===== config.mk =====
export PLATFORM = sky130hd
export DESIGN_NAME = simp_256_permutation_core
export DESIGN_NICKNAME = d
export VERILOG_FILES = /design/src/rtl/simp_pkg.sv /design/src/rtl/simp_256_permutation_core.sv /design/src/rtl/simp_round.sv /design/src/rtl/simp_seq.sv
export SDC_FILE = /design/constraint.sdc
export NUM_CORES = 1
export LEC_CHECK = 0
export ABC_AREA = 1
export BUFFER_PORTS_ARGS = -buffer_cell sky130_fd_sc_hd__buf_2
export CAP_MARGIN = 5
export CORE_UTILIZATION = 35
export CTS_CLUSTER_DIAMETER = 200
export DETAILED_ROUTE_END_ITERATION = 10
export PLACE_DENSITY = 0.63
export REMOVE_ABC_BUFFERS = 1
export SLEW_MARGIN = 5
export SYNTH_ARGS = -nofsm -noshare
export SYNTH_HDL_FRONTEND = slang
export SYNTH_SLANG_ARGS = --single-unit
export TNS_END_PERCENT = 1

===== constraint.sdc =====
create_clock -name clk -period 22.8 [get_ports clk]
set_clock_uncertainty 0.2 [all_clocks]
set_input_delay 0 -clock clk [delete_from_list [all_inputs] [get_ports clk]]
set_output_delay 0 -clock clk [all_outputs]
set_load 0.01 [all_outputs]

===== src/rtl/simp_pkg.sv =====
`timescale 1ns / 1ps
// shared types and constants of the simp-256 permutation core
// no dependencies; imported by every module of the block
package simp_pkg;

	localparam int WORD_W          = 64;
	localparam int NUM_WORDS       = 4;
	localparam int ROUNDS_PER_STEP = 34;
	localparam int DBL_ROUNDS      = ROUNDS_PER_STEP / 2;
	localparam int RND_W           = (DBL_ROUNDS > 1) ? $clog2(DBL_ROUNDS) : 1;
	localparam int STEP_W          = 8;
	localparam int RC_W            = 62;

	localparam logic [63:0]       RC_INIT_FULL = 64'h3369_F885_192C_0EF5;
	localparam logic [RC_W-1:0]   RC_INIT      = RC_INIT_FULL[RC_W-1:0];
	localparam logic [WORD_W-1:0] MIX_CONST    = 64'hFFFF_FFFF_FFFF_FFFC;
	localparam logic [RND_W-1:0]  RND_LAST     = RND_W'(DBL_ROUNDS - 1);

	typedef logic [WORD_W-1:0] word_t;
	// entry 0 is x0, which also sits in the lowest bits of tdata
	typedef logic [NUM_WORDS-1:0][WORD_W-1:0] state_t;

	typedef enum logic [1:0] {
		ST_IDLE,
		ST_RUN,
		ST_FLUSH
	} seq_state_t;

	typedef struct packed {
		logic load;
		logic advance;
		logic swap;
		logic flush;
	} seq_ctrl_t;

endpackage


===== src/rtl/simp_256_permutation_core.sv =====
`timescale 1ns / 1ps
// top level of the simp-256 permutation core
// depends on simp_pkg, simp_seq and simp_round
//
// usage:
//  s_* stream carries one 256-bit state per request, m_* returns the permuted
//  state; tdata packs words x0..x3 from the lowest bits up.
//  cfg_* writes step_count (steps per call, 0 runs as 1); write it while idle.
//  a request is taken only in the idle state, then one shared double-round
//  unit runs once per cycle, 17 double rounds per step, swapping halves
//  between steps. the next request is taken the cycle after the result is
//  moved into the output register, so a new request is not taken until
//  the previous result has left the state registers.
//  when the receiver stalls, the result waits in the output register and the
//  next request is still taken and computed; it then waits in the state
//  registers until the output register frees up.
//  reset clears the sequencer and output valid and sets step_count to 2.
module simp_256_permutation_core import simp_pkg::*; (
	input  logic              clk,
	input  logic              arst_n,
	input  logic              s_tvalid,
	output logic              s_tready,
	input  logic [255:0]      s_tdata,  // word0_in, word1_in, word2_in, word3_in
	output logic              m_tvalid,
	input  logic              m_tready,
	output logic [255:0]      m_tdata,  // word0_out, word1_out, word2_out, word3_out
	input  logic              cfg_valid,
	output logic              cfg_ready,
	input  logic [STEP_W-1:0] cfg_data  // step_count
);

	seq_ctrl_t         ctrl;
	logic [STEP_W-1:0] step_count_q;
	state_t            x_q;
	state_t            x_rnd;
	logic [RC_W-1:0]   rc_q;
	state_t            out_q;
	logic              out_valid_q;
	logic              out_free;

	assign cfg_ready = 1'b1;
	assign out_free  = !out_valid_q || m_tready;
	assign m_tvalid  = out_valid_q;
	assign m_tdata   = out_q;

	simp_seq u_seq (
		.clk        (clk),
		.arst_n     (arst_n),
		.in_valid   (s_tvalid),
		.out_free   (out_free),
		.step_count (step_count_q),
		.in_ready   (s_tready),
		.ctrl       (ctrl)
	);

	simp_round u_round (
		.x       (x_q),
		.rc_bits (rc_q[1:0]),
		.y       (x_rnd)
	);

	always_ff @(posedge clk or negedge arst_n) begin
		if (!arst_n) begin
			step_count_q <= STEP_W'(2);
			out_valid_q  <= 1'b0;
		end else begin
			if (cfg_valid) begin
				step_count_q <= cfg_data;
			end
			if (ctrl.flush) begin
				out_valid_q <= 1'b1;
			end else if (m_tready) begin
				out_valid_q <= 1'b0;
			end
		end
	end

	always_ff @(posedge clk) begin
		if (ctrl.load) begin
			x_q  <= s_tdata;
			rc_q <= RC_INIT;
		end else if (ctrl.advance) begin
			// round constant moves two bits per double round
			rc_q <= {rc_q[1:0], rc_q[RC_W-1:2]};
			if (ctrl.swap) begin
				x_q[0] <= x_rnd[2];
				x_q[1] <= x_rnd[3];
				x_q[2] <= x_rnd[0];
				x_q[3] <= x_rnd[1];
			end else begin
				x_q <= x_rnd;
			end
		end
		if (ctrl.flush) begin
			out_q <= x_q;
		end
	end

endmodule


===== src/rtl/simp_round.sv =====
`timescale 1ns / 1ps
// one simon-style double round over the four state words
// depends on simp_pkg
module simp_round import simp_pkg::*; (
	input  state_t     x,
	input  logic [1:0] rc_bits,
	output state_t     y
);

	function automatic word_t mix_f(input word_t v);
		mix_f = ({v[WORD_W-2:0], v[WORD_W-1]} & {v[WORD_W-9:0], v[WORD_W-1:WORD_W-8]})
			^ {v[WORD_W-3:0], v[WORD_W-1:WORD_W-2]};
	endfunction

	function automatic word_t mix_g(input word_t v);
		mix_g = {v[2:0], v[WORD_W-1:3]} ^ {v[3:0], v[WORD_W-1:4]} ^ MIX_CONST;
	endfunction

	word_t x3_n;
	word_t x1_n;
	word_t x2_n;
	word_t x0_n;

	always_comb begin
		x3_n = x[3] ^ mix_f(x[2]) ^ x[1];
		x1_n = x[1] ^ mix_g(x[0]) ^ {{(WORD_W-1){1'b0}}, rc_bits[0]};
		x2_n = x[2] ^ mix_f(x3_n) ^ x[0];
		x0_n = x[0] ^ mix_g(x1_n) ^ {{(WORD_W-1){1'b0}}, rc_bits[1]};
		y[0] = x0_n;
		y[1] = x1_n;
		y[2] = x2_n;
		y[3] = x3_n;
	end

endmodule


===== src/rtl/simp_seq.sv =====
`timescale 1ns / 1ps
// sequencer: counts double rounds and steps, drives the datapath controls
// depends on simp_pkg
module simp_seq import simp_pkg::*; (
	input  logic              clk,
	input  logic              arst_n,
	input  logic              in_valid,
	input  logic              out_free,
	input  logic [STEP_W-1:0] step_count,
	output logic              in_ready,
	output seq_ctrl_t         ctrl
);

	seq_state_t        state_q;
	seq_state_t        state_d;
	logic [RND_W-1:0]  round_q;
	logic [STEP_W-1:0] step_q;
	logic [STEP_W-1:0] last_step;
	logic              round_end;

	// a step count of zero runs one step
	assign last_step = (step_count == '0) ? '0 : step_count - STEP_W'(1);
	assign round_end = (round_q == RND_LAST);

	always_ff @(posedge clk or negedge arst_n) begin
		if (!arst_n) begin
			state_q <= ST_IDLE;
			round_q <= '0;
			step_q  <= '0;
		end else begin
			state_q <= state_d;
			if (ctrl.load) begin
				round_q <= '0;
				step_q  <= '0;
			end else if (ctrl.advance) begin
				if (round_end) begin
					round_q <= '0;
					step_q  <= step_q + STEP_W'(1);
				end else begin
					round_q <= round_q + RND_W'(1);
				end
			end
		end
	end

	always_comb begin
		state_d  = state_q;
		ctrl     = '0;
		in_ready = 1'b0;
		unique case (state_q)
			ST_IDLE: begin
				in_ready  = 1'b1;
				ctrl.load = in_valid;
				if (in_valid) begin
					state_d = ST_RUN;
				end
			end
			ST_RUN: begin
				ctrl.advance = 1'b1;
				if (round_end) begin
					if (step_q == last_step) begin
						state_d = ST_FLUSH;
					end else begin
						ctrl.swap = 1'b1;
					end
				end
			end
			ST_FLUSH: begin
				ctrl.flush = out_free;
				if (out_free) begin
					state_d = ST_IDLE;
				end
			end
			default: begin
				state_d = ST_IDLE;
			end
		endcase
	end

endmodule


**After elaboration in Yosys (flattened, before gate mapping)**

Index checks and enable logic that the tools add are counted.

- Register bits after elaboration: 598
- Logic and storage cells: 73

- Add/sub/neg operators: 3
- Eq/ne operators: 8
- Multiplexer cells: 23
- Bitwise logic cells: 16
- Reduce and logical (&&, ||, !) cells: 9

Operators by type and width:

| cell | count |
|---|---|
| two-way mux 256 bit | 3 |
| XOR 64 bit | 10 |
| AND 64 bit | 2 |
| XOR 64 x 1 -> 64 bit | 2 |
| NOT 62 bit | 2 |
| two-way mux 8 bit | 4 |
| two-way mux 5 bit | 3 |
| two-way mux 2 bit | 5 |
| adder 8 x 1 -> 8 bit, second input constant | 1 |
| equality test 8 bit | 1 |
| logical NOT 8 bit | 1 |
| subtractor 8 x 1 -> 8 bit, second input constant | 1 |
| two-way mux 1 bit | 7 |
| inequality test 2 x 1 -> 1 bit, second input constant | 3 |
| case mux 2 bit (3 select lines) | 1 |
| nonzero test 2 bit | 3 |
| adder 5 x 1 -> 5 bit, second input constant | 1 |
| equality test 5 bit, second input constant | 1 |
| AND reduction 4 bit | 1 |
| equality test 2 x 1 -> 1 bit, second input constant | 1 |
| equality test 2 bit, second input constant | 1 |
| logical NOT 2 bit | 1 |
| inequality test 2 bit, second input constant | 1 |
| AND reduction 2 bit | 1 |
| 2 further kinds | 2 |

**Depth between registers and ports, before layout**

Gate-level depths: netlist (run 1).

- Depth after elaboration: 11
- Mapped depth: 18
- Gate-level depth less buffers: 16

**Modules after synthesis**

A second synthesis (run 1) with hierarchy kept.

- Cell total of the unflattened synthesis: 5050
- Area total of the unflattened synthesis: 36443.7 µm²

Modules (own cells, without submodules):

| module | instances | cells each | area an instance (µm²) | seq. area each (µm²) |
|---|---|---|---|---|
| simp_256_permutation_core | 1 | 2474 | 24738.7 | 16842.4 |
| simp_round | 1 | 2395 | 10458.8 | 0.0 |
| simp_seq | 1 | 181 | 1246.2 | 375.4 |

**Worst setup path after synthesis (run 1)**

OpenSTA, ideal clock, no wires.

- Kind: register to register
- From: register u_seq.state_q[0]
- To: register out_q, in the netlist m_tdata[0] (enable)
- Setup time: 0.881 ns
- Arrival: 11.250 ns
- Required time: 21.719 ns
- Setup slack: 10.469 ns
- Cell stages (with the launch flop): 4
- Path buffers: 0
- Cell sequence: dfrtp_1 -> nor2_1 -> inv_1 -> nor2_1

RTL lines:

| what | RTL line | source |
|---|---|---|
| start, declared | simp_seq.sv:14 | `seq_state_t state_q;` |
| start signal, assigned | simp_seq.sv:31 | `state_q <= state_d;` |
| end signal, assigned | simp_256_permutation_core.sv:95 | `out_q <= x_q;` |
| end, declared | simp_256_permutation_core.sv:37 | `state_t out_q;` |

**Worst setup path after layout (run 1)**

- From: register step_count_q[0]
- To: register x_q[96] (netlist bit), data pin

- Cells in the longest elaborated chain, start to end: 9
- Elaborated cells between the ends (all ways): 10
- Those cells by class: add/sub: 1; eq/ne: 1; mux: 7; reduce/logical: 1

Ends and longest elaborated chain:

| what | RTL line | source |
|---|---|---|
| start, declared | simp_256_permutation_core.sv:33 | `logic [STEP_W-1:0] step_count_q;` |
| start signal, assigned | simp_256_permutation_core.sv:68 | `step_count_q <= cfg_data;` |
| subtractor 8 x 1 -> 8 bit or logical NOT 8 bit (tied branches) | simp_seq.sv:22 | `assign last_step = (step_count == '0) ? '0 : step_count - STEP_W'(1);` |
| two-way mux 8 bit (*) | simp_seq.sv:22 |  |
| equality test 8 bit (*) | simp_seq.sv:61 | `if (step_q == last_step) begin` |
| two-way mux 1 bit (*) | simp_seq.sv:61 |  |
| two-way mux 1 bit (*) | simp_seq.sv:60 | `if (round_end) begin` |
| two-way mux 2 bit (*) | simp_seq.sv:50 | `unique case (state_q)` |
| two-way mux 256 bit (*) | simp_256_permutation_core.sv:85 | `if (ctrl.swap) begin` |
| two-way mux 256 bit (*) | simp_256_permutation_core.sv:82 | `end else if (ctrl.advance) begin` |
| two-way mux 256 bit (*) | simp_256_permutation_core.sv:79 | `if (ctrl.load) begin` |
| end signal, assigned | simp_256_permutation_core.sv:80 | `x_q <= s_tdata;` |
| end signal, assigned | simp_256_permutation_core.sv:91 | `x_q <= x_rnd;` |
| end, declared | simp_256_permutation_core.sv:34 | `state_t x_q;` |

Every way passes the cells marked *; elsewhere a longest branch is shown, timed or not. The select of a mux whose other input is x is not followed.
A chain may end at the register's enable or synchronous reset.

==> results.tsv, run 1 <==
stage	metric	value	unit
timing	worst_pin_slew	1.24	ns
timing	slew_headroom	0.174	
timing	drv_slew	0	
placement	place.gp.congestion	0.896	
setup_path	worstSetupPathDepth	16	
global_routing	grt_pass1_vias	30100	
route	wl_per_cell	18.6	um
finish	final_cell_mix	nand2_1 (1642), nand3_1 (686), buf_2 (526)	
synth	synth.yosys.warnings	0	
route	detail-route-antenna-nets	0	
route	wl	119000	um
setup_path	crit_chain	inv_1, ha_1, nand2_2, nor2_2, nor2_1, nand2_1, nand2_1, nor2_1, nand2_1, nor2_1, nand2_4, nand2_8, buf_4, nand2_1, nand3_1, nand2_1	
timing	setup_viol	0	
synth	ys.flop_type	edfxtp_1	
placement	place_hpwl	80800	um
setup_path	worst_setup_path_start_kind	register	
floorplan	die-area	97900	um^2
synth	yosysTopAreaCell	edfxtp_1	
setup_path	critPathKind	reg2reg	
synth	synth_seq_cells	598	
floorplan	ios	528	
finish	seq_area	17200	um^2
clock_tree	cts_repair_resize_count	0	
placement	numPortBuffers	526	
synth	synthesis.area	33800	um^2
synth	synth_area_leaders	edfxtp_1 (45%), nand2_1 (18%), nand3_1 (10%)	
placement	dp_cells	5772	
synth	avgSynthCellArea	8.09	um^2
timing	rsz0062_at_grt	false	
setup_path	startpoint	step_count_q[0]	
setup_path	crit_path_frequent_cell	nand2_1	
worst_hold_path	holdPathStages	4	
finish	drive_gt1_frac	0.132	
setup_path	crit_required	22.98	ns
timing	fin_crit	4.51	ns
synth	synth_cells	4184	
finish	multi_input_area	13900	um^2
clock_tree	clk_pin_slew	0.06	ns
setup_path	r2r_cells	16	
setup_path	crit_buf_inv	2	
run_status	status	finished, final reports clean	
setup_path	cpMaxStageDelayCell	buf_4	
clock_tree	cts.hold.buffers_added	480	
setup_path	crit_family	simple AND/OR/NAND/NOR gates	
timing	period_share	0.198	
route	vias_per_cell	4.95	
finish	layout_commonest_cell	nand2_1	
global_routing	grt_pass1_wl	178000	um
global_routing	grt_usage	0.236	
route	route.detailed.drc	0	
global_routing	overflow	0	
timing	finalHoldViolCount	0	
finish	synthToLayoutAreaGrowth	31.3	%
floorplan	num_rows	113	
worst_hold_path	hold_start	s_tdata[104]	
floorplan	die_y	313	um
timing	fmax	222	MHz
clock_tree	clock_path_buffers	3	
synth	yosysSeqAreaShare	0.509	
global_routing	grt_max_degree	207	
clock_tree	htreeDepth	3	
synth	yosys.cell_types.count	32	
job	cap_violations	0	
floorplan	die_w	313	um
route	firstDrtPassIters	6	
floorplan	initial_utilization	0.354	
clock_tree	cts_tree	done	
finish	fin_cells	6386	
floorplan	core	95400	um^2
finish	nets	5334	
synth	synth_edf_count	512	
route	drt_first_iter_violations	3320	
timing	tns	0	ns
clock_tree	root_buffer	clkbuf_16	
clock_tree	clk_latency	0.65	ns
clock_tree	cts_setup_buffers	0	
setup_path	critPathCaptureType	register	
setup_path	crit_arrival	4.69	ns
setup_path	worstPathMaxFanout	90	
setup_path	cpPeakStageDelay	0.84	ns
route	vias	31600	
worst_hold_path	hold_class	in2reg	
synth	netlist.area_leader.share	0.454	
synth	async_flop_share	0.0401	
timing	holdWs	0.0216	ns
clock_tree	cts.sink_count	598	
setup_path	r2r-start	step_count_q[0]	
global_routing	antenna_found_initial	2	
clock_tree	cts_buffers	72	
finish	nFillCells	9049	
-- final timing paths --
path | endpoint | slack (ns)
setup / recovery | x_q[96] | 18.29
hold / removal | x_q[104] | 0.02
setup reg to reg | x_q[96] | 18.29
hold reg to reg | m_tdata[72] | 0.24
max in group asynchronous | u_seq.round_q[4] | 21.99
min in group asynchronous | u_seq.step_q[1] | 0.25
-- cells by family after synthesis --
logic type                 after synthesis  share of synthesized area
DFF                                    598                      0.509
adders and majority gates                4                    0.00148
and+or+nand+nor                       2435                      0.297
other                                    1                   0.000111
muxes                                    1                   0.000333
AOI/OAI and AO/OA                       60                    0.00902
buffers and inverters                  686                     0.0799
xor gates and xnor gates               399                      0.103
-- through the flow --
step	cell area [um^2]	util	setup slack (ns)
after floorplan	32900	-	7.62
after global placement	37300	0.391	18.41
after detailed placement	37300	0.391	18.41
after CTS	44400	0.465	18.37
after global routing	44400	0.465	17.88
final	44400	0.465	18.29
-- synthesized netlist by cell type, types with 3 or more instances --
master    count
nand2_1    1644
nand3_1     686
edfxtp_1    512
inv_1       456
xor2_1      291
clkbuf_1    149
xnor2_1     108
nor2_1       85
dfxtp_1      62
o21ai_0      51
buf_2        34
dfrtp_1      23
buf_4        21
buf_1        20
a21oi_1       6
nor3_1        5
ha_1          4
inv_2         4
or2_2         4
nand2_2       3
nand4_1       3
nor2_2        3
-- final cells by class --
cell class,instances,area share
sequential,598,0.388
multi-input combinational,2900,0.314
timing repair buffer,1028,0.172
clock buffer,87,0.0423
inverter,461,0.0395
tap,1265,0.0356
clock inverter,44,0.00885
antenna,3,0.000169
-- sequential cells by signal, indices dropped and copies added, names as in the netlist --
name           count
m_tvalid           1
rc_q              62
step_count_q       8
u_seq.round_q      5
u_seq.step_q       8
x_q              256
u_seq.state_q      2
m_tdata          256
-- worst reg2reg max path, stage by stage (launching register included) --
cell	delay, ns
dfrtp_1	0.38
inv_1	0.18
ha_1	0.31
nand2_2	0.11
nor2_2	0.19
nor2_1	0.06
nand2_1	0.06
nand2_1	0.07
nor2_1	0.10
nand2_1	0.06
nor2_1	0.16
nand2_4	0.37
nand2_8	0.63
buf_4	0.89
nand2_1	0.27
nand3_1	0.13
nand2_1	0.07
-- per-layer routing --
metal | wire (um) | track usage
met3 | 9570 | 0.0421
met1 | 48800 | 0.307
met2 | 55800 | 0.389
met4 | 4710 | 0.0938
met5 | 12 | 0
Power of run 1 is not shown: default switching activity piles up to over one toggle a cycle in this logic, so the estimate is an artifact.
==> run 2: changes to the inputs <==
Clock period 22.8 ns to 4.24 ns, I/O delays scaled along.
==> run 2 against run 1 <==
Wire length about the same. Global-route usage hardly changed. Worst hold slack better by 0.023 ns. Utilization increased by 0.68 points. Critical path depth rose by 1. Register-to-register slack lost 18 ns. Sequential share of layout area decreased by 0.56 points. Non-clock buffer count up 51. Design area increased by 1.5%. Critical endpoint is now x_q[71]. Sequential cell count did not move. Count of clock-buffer cells in the layout fell by 6. First-iteration DRC count rose by 6.0%.
==> results.tsv, run 2 (synthesis gave the netlist of run 1 again) <==
stage	metric	value	unit	change
timing	setup_viol	0		unchanged
placement	dp_slack	0.982	ns	-17.42 ns
finish	layout_commonest_cell	nand2_1		
setup_path	crit_required	4.43	ns	-18.55 ns
route	wl	119000	um	about the same
timing	fin_crit	3.68	ns	-0.827 ns
setup_path	crit_buf_inv	5		+3
floorplan	core	95400	um^2	unchanged
clock_tree	clk_pin_slew	0.06	ns	about the same
floorplan	die_w	313	um	unchanged
route	route.detailed.drc	0		unchanged
floorplan	initial_utilization	0.354		unchanged
clock_tree	cts_tree	done		
route	route.met2.wl	55600	um	-0.20%
clock_tree	cts_setup_buffers	0		unchanged
floorplan	die-area	97900	um^2	unchanged
placement	place.gp.congestion	0.892		-0.49%
clock_tree	cts.sink_count	598		unchanged
setup_path	cpMaxStageDelayCell	dlygate4sd3_1		
timing	period_share	0.869		+0.671
timing	slew_headroom	0.192		+0.0182
clock_tree	root_buffer	clkbuf_16		
run_status	status	finished, final reports clean		
route	wl_per_cell	18.5	um	-0.85%
global_routing	grt_max_degree	190		-8.2%
route	vias	32000		+1.3%
worst_hold_path	hold_start	s_tdata[39]		
setup_path	critPathCaptureType	register		
clock_tree	clk_latency	0.65	ns	about the same
floorplan	num_rows	113		unchanged
finish	drive_gt1_frac	0.136		+0.00397
global_routing	overflow	0		unchanged
finish	final_cell_mix	nand2_1 (1642), nand3_1 (686), buf_2 (526)		
floorplan	ios	528		unchanged
route	vias_per_cell	4.98		+0.50%
setup_path	startpoint	step_count_q[1]		
job	cap_violations	0		unchanged
global_routing	grt_usage	0.236		about the same
route	firstDrtPassIters	6		unchanged
setup_path	cpPeakStageDelay	0.55	ns	-0.29 ns
setup_path	r2r-start	step_count_q[1]		
clock_tree	cts_repair_resize_count	0		unchanged
setup_path	critPathKind	reg2reg		
clock_tree	htreeDepth	3		unchanged
timing	holdWs	0.0449	ns	+0.0234 ns
finish	nets	5384		+0.94%
setup_path	crit_family	buffers and inverters		
finish	utilization	0.472		+0.00682
route	detail-route-antenna-nets	0		unchanged
clock_tree	clock_path_buffers	3		unchanged
global_routing	antenna_found_initial	6		+4
global_routing	grt_pass1_wl	177000	um	-0.20%
setup_path	worstPathMaxFanout	115		+28%
timing	worst_pin_slew	1.21	ns	-0.0273 ns
timing	drv_slew	0		unchanged
route	topRoutingLayerUsed	met5		
route	wl_met3	10300	um	+7.3%
placement	place_hpwl	81700	um	+1.1%
finish	synthToLayoutAreaGrowth	33.2	%	
setup_path	crit_chain	inv_1, ha_1, nand2_2, inv_2, nand2_2, nand3_1, nand2_1, nor2_1, nand2_1, nor2_1, nand2_4, buf_12, buf_12, nand3_1, nand3_1, nand2_1, dlygate4sd3_1		
setup_path	crit_arrival	3.88	ns	-0.81 ns
timing	finalHoldViolCount	0		unchanged
floorplan	die_y	313	um	unchanged
placement	numPortBuffers	526		unchanged
setup_path	worst_setup_path_start_kind	register		
timing	fmax	272	MHz	+22%
route	wl_met1	47400	um	-3.0%
timing	rsz0062_at_grt	false		
clock_tree	cts_buffers	71		-1.4%
timing	fin_ws	0.557	ns	-17.73 ns
global_routing	grt_pass1_vias	30500		+1.2%
route	drt_first_iter_violations	3519		+6.0%
clock_tree	cts.hold.buffers_added	507		+5.6%
worst_hold_path	hold_class	in2reg		
## run 2: final timing paths
path                       cells after the start          endpoint  slack, ns
setup / recovery                              17           x_q[71]       0.56
hold / removal                                 4           x_q[39]       0.04
setup reg to reg                              17           x_q[71]       0.56
hold reg to reg                                0      m_tdata[112]       0.25
max in group asynchronous                      4   u_seq.step_q[2]       3.45
min in group asynchronous                      4  u_seq.round_q[1]       0.23
## run 2: layout make-up
cell class	instances	area, um^2
tap	1265	1580
sequential	598	17200
antenna	4	10.0
clock inverter	48	455
clock buffer	81	1810
multi-input combinational	2900	13900
inverter	461	1750
timing repair buffer	1079	8280
fill	8845	50400
## run 2: worst reg2reg max path, delay by kind of cell, from the launching register on
kind,cells,cell delay [ns]
adder cells (fa/ha/maj),1,0.24
buffers and inverters,5,1.40
flip-flops,1,0.53
AND/OR/NAND/NOR,11,1.07
## run 2: layer usage
layer / vias to the layer above / GRT usage
li1: 15200 / -
met3: 321 / 0.0420
met2: 1525 / 0.388
met1: 15000 / 0.301
met4: 4 / 0.112
met5: - / 0
## run 2: stage by stage
stage          std cells  setup TNS (ns)  instance area (um^2)
6_report            6436               0                 45100
5_1_grt             6434               0                 45000
4_1_cts             6432               0                 45000
3_5_place_dp        5796               0                 37700
3_3_place_gp        5796               0                 37700
2_1_floorplan       3959        -6803.63                 32900
Power of run 2 is left out for the same reason.
